### config.mk
export PLATFORM = sky130hd
export DESIGN_NAME = exps_sweep_calc
export DESIGN_NICKNAME = d
export VERILOG_FILES = /design/src/exps_pkg.sv /design/src/exps_sweep_calc.sv
export SDC_FILE = /design/constraint.sdc
export NUM_CORES = 1
export LEC_CHECK = 0
export BUFFER_PORTS_ARGS = -buffer_cell sky130_fd_sc_hd__buf_2
export CAP_MARGIN = 10
export CORE_MARGIN = 5
export CORE_UTILIZATION = 35
export DETAILED_ROUTE_END_ITERATION = 10
export GPL_TIMING_DRIVEN = 0
export RECOVER_POWER = 100
export SLEW_MARGIN = 25
export SYNTH_ARGS = -nofsm -noshare
export SYNTH_HDL_FRONTEND = slang
export SYNTH_SLANG_ARGS = --single-unit
### constraint.sdc
create_clock -name vclk -period 16.41
set_input_delay 1.641 -clock vclk [all_inputs]
set_output_delay 1.641 -clock vclk [all_outputs]
set_load 0.05 [all_outputs]
### src/exps_pkg.sv
// Shared types, constants and the event rewrite table of the exclusion-process event engine.
package exps_pkg;

   localparam int DEFAULT_SITES = 1024;
   localparam int GHOST_SLOTS   = 3;
   localparam int RATE_W        = 16;
   localparam int FRAC_W        = 32;
   localparam int TOTAL_W       = 29;
   localparam int SITE_OUT_W    = 10;
   localparam int CSR_INDEX_W   = 3;
   localparam int OP_COUNT      = 9;
   localparam int OP_W          = 4;
   localparam longint RATE_MAX  = 65535;
   localparam logic [RATE_W-1:0] RATE_RESET = 16'd256;

   localparam logic CMD_INIT = 1'b0;
   localparam logic CMD_DRAW = 1'b1;

   typedef enum logic [1:0] {
      KIND_BIND    = 2'd0,
      KIND_UNBIND  = 2'd1,
      KIND_HOP     = 2'd2,
      KIND_RECOVER = 2'd3
   } kind_type;

   typedef enum logic [CSR_INDEX_W-1:0] {
      CSR_BIND    = 3'd0,
      CSR_REBIND  = 3'd1,
      CSR_UNBIND  = 3'd2,
      CSR_HOP     = 3'd3,
      CSR_RECOVER = 3'd4
   } csr_index_type;

   typedef enum logic [1:0] {
      OFF_LEFT  = 2'd0,
      OFF_HERE  = 2'd1,
      OFF_RIGHT = 2'd2
   } off_type;

   typedef enum logic [3:0] {
      ST_SWEEP,
      ST_IDLE,
      ST_ROOT,
      ST_MUL,
      ST_DESC,
      ST_OCC,
      ST_LEAF_RD,
      ST_LEAF,
      ST_WALK,
      ST_DONE
   } state_type;

   typedef struct packed {
      logic [RATE_W-1:0] bind_rate;
      logic [RATE_W-1:0] rebind_rate;
      logic [RATE_W-1:0] unbind_rate;
      logic [RATE_W-1:0] hop_rate;
      logic [RATE_W-1:0] recover_rate;
   } rates_type;

   typedef struct packed {
      logic              valid;
      off_type           off;
      kind_type          act;
      logic [RATE_W-1:0] value;
      logic              occ_wr;
      logic              occ_val;
   } op_type;

   function automatic op_type mk_op(off_type off, kind_type act, logic [RATE_W-1:0] value,
                                    logic occ_wr, logic occ_val);
      op_type o;
      o.valid   = 1'b1;
      o.off     = off;
      o.act     = act;
      o.value   = value;
      o.occ_wr  = occ_wr;
      o.occ_val = occ_val;
      return o;
   endfunction

   // occ: bit 0 site to the left, bit 1 site to the right, bit 2 two sites to the right
   function automatic op_type event_op(kind_type kind, logic [OP_W-1:0] idx, logic [2:0] occ,
                                       rates_type r);
      op_type o;
      logic [RATE_W-1:0] left_hop;
      o        = '0;
      o.off    = OFF_HERE;
      o.act    = KIND_BIND;
      left_hop = occ[0] ? r.hop_rate : '0;
      case (kind)
         KIND_BIND: begin
            case (idx)
               4'd0:    o = mk_op(OFF_LEFT, KIND_HOP, '0, 1'b0, 1'b0);
               4'd1:    o = mk_op(OFF_HERE, KIND_BIND, '0, 1'b1, 1'b1);
               4'd2:    o = mk_op(OFF_HERE, KIND_UNBIND, r.unbind_rate, 1'b0, 1'b0);
               4'd3:    o = mk_op(OFF_HERE, KIND_HOP, occ[1] ? '0 : r.hop_rate, 1'b0, 1'b0);
               4'd4:    o = mk_op(OFF_HERE, KIND_RECOVER, '0, 1'b0, 1'b0);
               default: o.valid = 1'b0;
            endcase
         end
         KIND_UNBIND, KIND_HOP: begin
            case (idx)
               4'd0:    o = mk_op(OFF_LEFT, KIND_HOP, left_hop, 1'b0, 1'b0);
               4'd1:    o = mk_op(OFF_HERE, KIND_BIND, r.rebind_rate, 1'b1, 1'b0);
               4'd2:    o = mk_op(OFF_HERE, KIND_UNBIND, '0, 1'b0, 1'b0);
               4'd3:    o = mk_op(OFF_HERE, KIND_HOP, '0, 1'b0, 1'b0);
               4'd4:    o = mk_op(OFF_HERE, KIND_RECOVER, r.recover_rate, 1'b0, 1'b0);
               4'd5:    o = mk_op(OFF_RIGHT, KIND_BIND, '0, 1'b1, 1'b1);
               4'd6:    o = mk_op(OFF_RIGHT, KIND_UNBIND, r.unbind_rate, 1'b0, 1'b0);
               4'd7:    o = mk_op(OFF_RIGHT, KIND_HOP, occ[2] ? '0 : r.hop_rate, 1'b0, 1'b0);
               4'd8:    o = mk_op(OFF_RIGHT, KIND_RECOVER, '0, 1'b0, 1'b0);
               default: o.valid = 1'b0;
            endcase
            if (kind == KIND_UNBIND && idx > 4'd4) begin
               o.valid = 1'b0;
            end
         end
         default: begin
            case (idx)
               4'd0:    o = mk_op(OFF_HERE, KIND_BIND, r.bind_rate, 1'b0, 1'b0);
               4'd1:    o = mk_op(OFF_HERE, KIND_UNBIND, '0, 1'b0, 1'b0);
               4'd2:    o = mk_op(OFF_HERE, KIND_HOP, '0, 1'b0, 1'b0);
               4'd3:    o = mk_op(OFF_HERE, KIND_RECOVER, '0, 1'b0, 1'b0);
               default: o.valid = 1'b0;
            endcase
         end
      endcase
      return o;
   endfunction

endpackage

### src/exps_sweep_calc.sv
// Value of one tree node after init: bind rate times the real bind entries below it.
module exps_sweep_calc
   import exps_pkg::*;
#(
   parameter int SITES = DEFAULT_SITES,
   parameter int LV    = 13,
   parameter int LW    = 4,
   parameter int SUM_W = 29
) (
   input  logic [LW-1:0]     level,
   input  logic [LV-1:0]     pos,
   input  logic [RATE_W-1:0] bind_rate,
   output logic [SUM_W-1:0]  value
);

   logic [LV:0] lo, hi, mlo, mhi, cnt;
   logic [LV:0] span;

   always_comb begin
      span = (LV+1)'(1) << (LW'(LV) - level);
      lo   = {1'b0, pos} << (LW'(LV) - level);
      hi   = lo + span - (LV+1)'(1);
      mlo  = (lo + (LV+1)'(3)) >> 2;
      mhi  = hi >> 2;
      if (mlo == '0) begin
         mlo = (LV+1)'(1);
      end
      if (mhi > (LV+1)'(SITES)) begin
         mhi = (LV+1)'(SITES);
      end
      cnt   = (mhi >= mlo) ? (mhi - mlo + (LV+1)'(1)) : '0;
      value = SUM_W'(cnt * bind_rate);
   end

endmodule

==> results by group <==
Routing
  – Drt wl/cell: 16.1 µm
  – Via total after detailed routing: about 9.0k
  – First-pass detailed-route iteration total: 5
  – Final ANT Viol Nets: 0
  – Initial DRC Count: 585
  – Vias per inst: between 5 and 6
  – Wirelength, routed: between 20000 and 30000 µm
  – DRC Markers: 0

Layout
  – Fraction of layout cells with a size suffix above 1: 9.19%
  – Seq cells: 0
  – Area grow syn2layout: 9.36%
  – Area of the multi-input gates: 0.00945 mm²
  – Diodes inserted: 0
  – Fillers: around 3.1k
  – End-of-flow core utilization: 38.5%
  – Final #Nets: approximately 1.7k
  – Post-route cell area: approximately 0.011 mm²
  – CLK BUF: 0
  – Register area: 0 µm²

STA
  – Final Hold Fails: 0
  – Max_slew headroom: about half
  – Final setup vio count: 0
  – Worst-Margin Slew: between 0.7 and 0.8 ns
  – Crit path time final: between 15 and 20 ns
  – Slew Limit Fails: 0
  – Worst hold margin: between 3 and 4 ns
  – Period utilization: between 90% and 100%
  – Fmax achieved: 0.0636 GHz

Global route
  – GRT Residual Overflow: 0
  – Number of global-route vias before repair: approximately 9.2k
  – Pin count of the biggest net entering global routing: 11
  – GRT Util Overall: around 17%
  – Global-route wire length before repair: around 47000 µm
  – Initial antenna violation count: 0

Placed design
  – HPWL Detailed: roughly 23000 µm
  – PortBufs: slightly below 60
  – Gpl congestion: roughly 0.9
  – Cell Area, Placed: approximately 0.011 mm²

Synthesis
  – Top cells by area, synth: fa_1, ha_1, inv_1
  – Syn Area/Cell: slightly above 8 µm²
  – Library cells used by synthesis: 83
  – Yosys top cell area share: around 32%
  – Mapped Cells: roughly 1.3k
  – Commonest cells in the netlist: inv_1, fa_1, nand2_1
  – Yosys warns: 0
  – Register area share after synthesis: 0%
  – Synth area leader: fa_1
  – Syn Std Cell Area: ~0.010 mm²
  – Post-Syn Nets: about 1.6k
  – Most frequent cell after synthesis: inv_1

Clock tree
  – Hold Buf Count CTS: 0

Critical path
  – Slowest CP cell: fa_1
  – Worst endpoint data arrival time: 14.09 ns
  – Most used cell, CP: fa_1
  – Critical Path Fanout Max: 10
  – WS Path Type: primary input to output pin
  – Largest stage delay on the critical path: approximately 0.54 ns
  – Critical Path Source Type: primary input
  – Critical Path RT: about 15 ns
  – CP delay by family, top: adder cells
  – CP endpoint kind: output pin
  – Buffers & Inverters on Critical Path: 7

Job
  – Max-capacitance violation count: 0

Floorplan
  – Core footprint: between 0.02 and 0.03 mm²
  – Die ar.: approximately 0.033 mm²
  – Die width: around 180 µm
  – Rows: 63
  – Initial Util: between 30% and 40%
  – DIE HEIGHT: about 180 µm
  – I/O pins: between 60 and 70

Hold path
  – Worst Hold Class: primary input to output pin

Run status
  – Status: finished, final reports clean
final cells by class:
type / count / area share [%]
well taps: 390 / 4.30
repair buffers: 67 / 3.04
inverters: 214 / 7.07
plain buffers: 58 / 2.38
multi-input cells: 1011 / 83.2
cells by family (layout without fill, tap and decap cells):
group / Yosys count / in the layout / share of synthesized area [%]
and+or+nand+nor: 469 / 469 / 22.9
adders and majority gates: 292 / 292 / 47.2
buffers and inverters: 272 / 339 / 10.3
AOI/OAI and AO/OA: 166 / 166 / 11.0
xor gates and xnor gates: 62 / 62 / 5.66
muxes: 21 / 21 / 2.94
other: 1 / 1 / 0.0361
routing by layer:
metal / share of wire, % / global-route usage [%]
met3: 4.6 / 1.14
met2: 48 / 29.6
met1: 45 / 24.0
met4: 1.5 / 2.16
met5: 0 / 0
tightest hold or removal path, delay by kind of cell:
family | cells | cell delay, ns
buf+inv | 2 | 0.32
simple gates | 1 | 0.07
xor+xnor | 2 | 0.22
worst paths after layout:
| kind | cells past startpoint | to | start |
|---|---|---|---|
| worst min-delay path | 5 | value[28] | bind_rate[15] |
| worst max-delay path | 48 | value[26] | level[1] |
stage by stage:
step / TNS (ns) / instances / setup slack (ns)
finish: 0 / 1740 / 0.677
detailed placement: 0 / 1732 / 0.149
CTS: 0 / 1732 / 0.108
floorplan: 0 / 1283 / 1.85
global route: -0.0998 / 1740 / -0.0544
global placement: 0 / 1732 / 0.295
repair_timing:
action | 4_1_cts | 5_1_grt
setup endpoints to repair | 0 | 7
gates resized for setup | 0 | 25
setup buffers | 0 | 8
cells in the final DEF (no fill, tap or decap), types with 11 or more instances in the layout:
master / Yosys / final
nor3_1: 14 / 14
inv_1: 214 / 214
nand2_1: 161 / 161
nand4_1: 11 / 11
a21oi_1: 42 / 41
and2_1: 31 / 31
mux2i_1: 11 / 11
and3_1: 51 / 51
clkbuf_1: 40 / 54
o21ai_0: 31 / 31
ha_1: 126 / 126
a211oi_1: 12 / 12
xnor2_1: 36 / 34
xor2_1: 20 / 17
fa_1: 166 / 166
buf_4: 5 / 12
buf_2: 10 / 47
nor2_1: 93 / 93
a21o_1: 16 / 16
nand3_1: 41 / 40
Power is not shown: default switching activity piles up to over one toggle a cycle in this logic, so the estimate is an artifact.
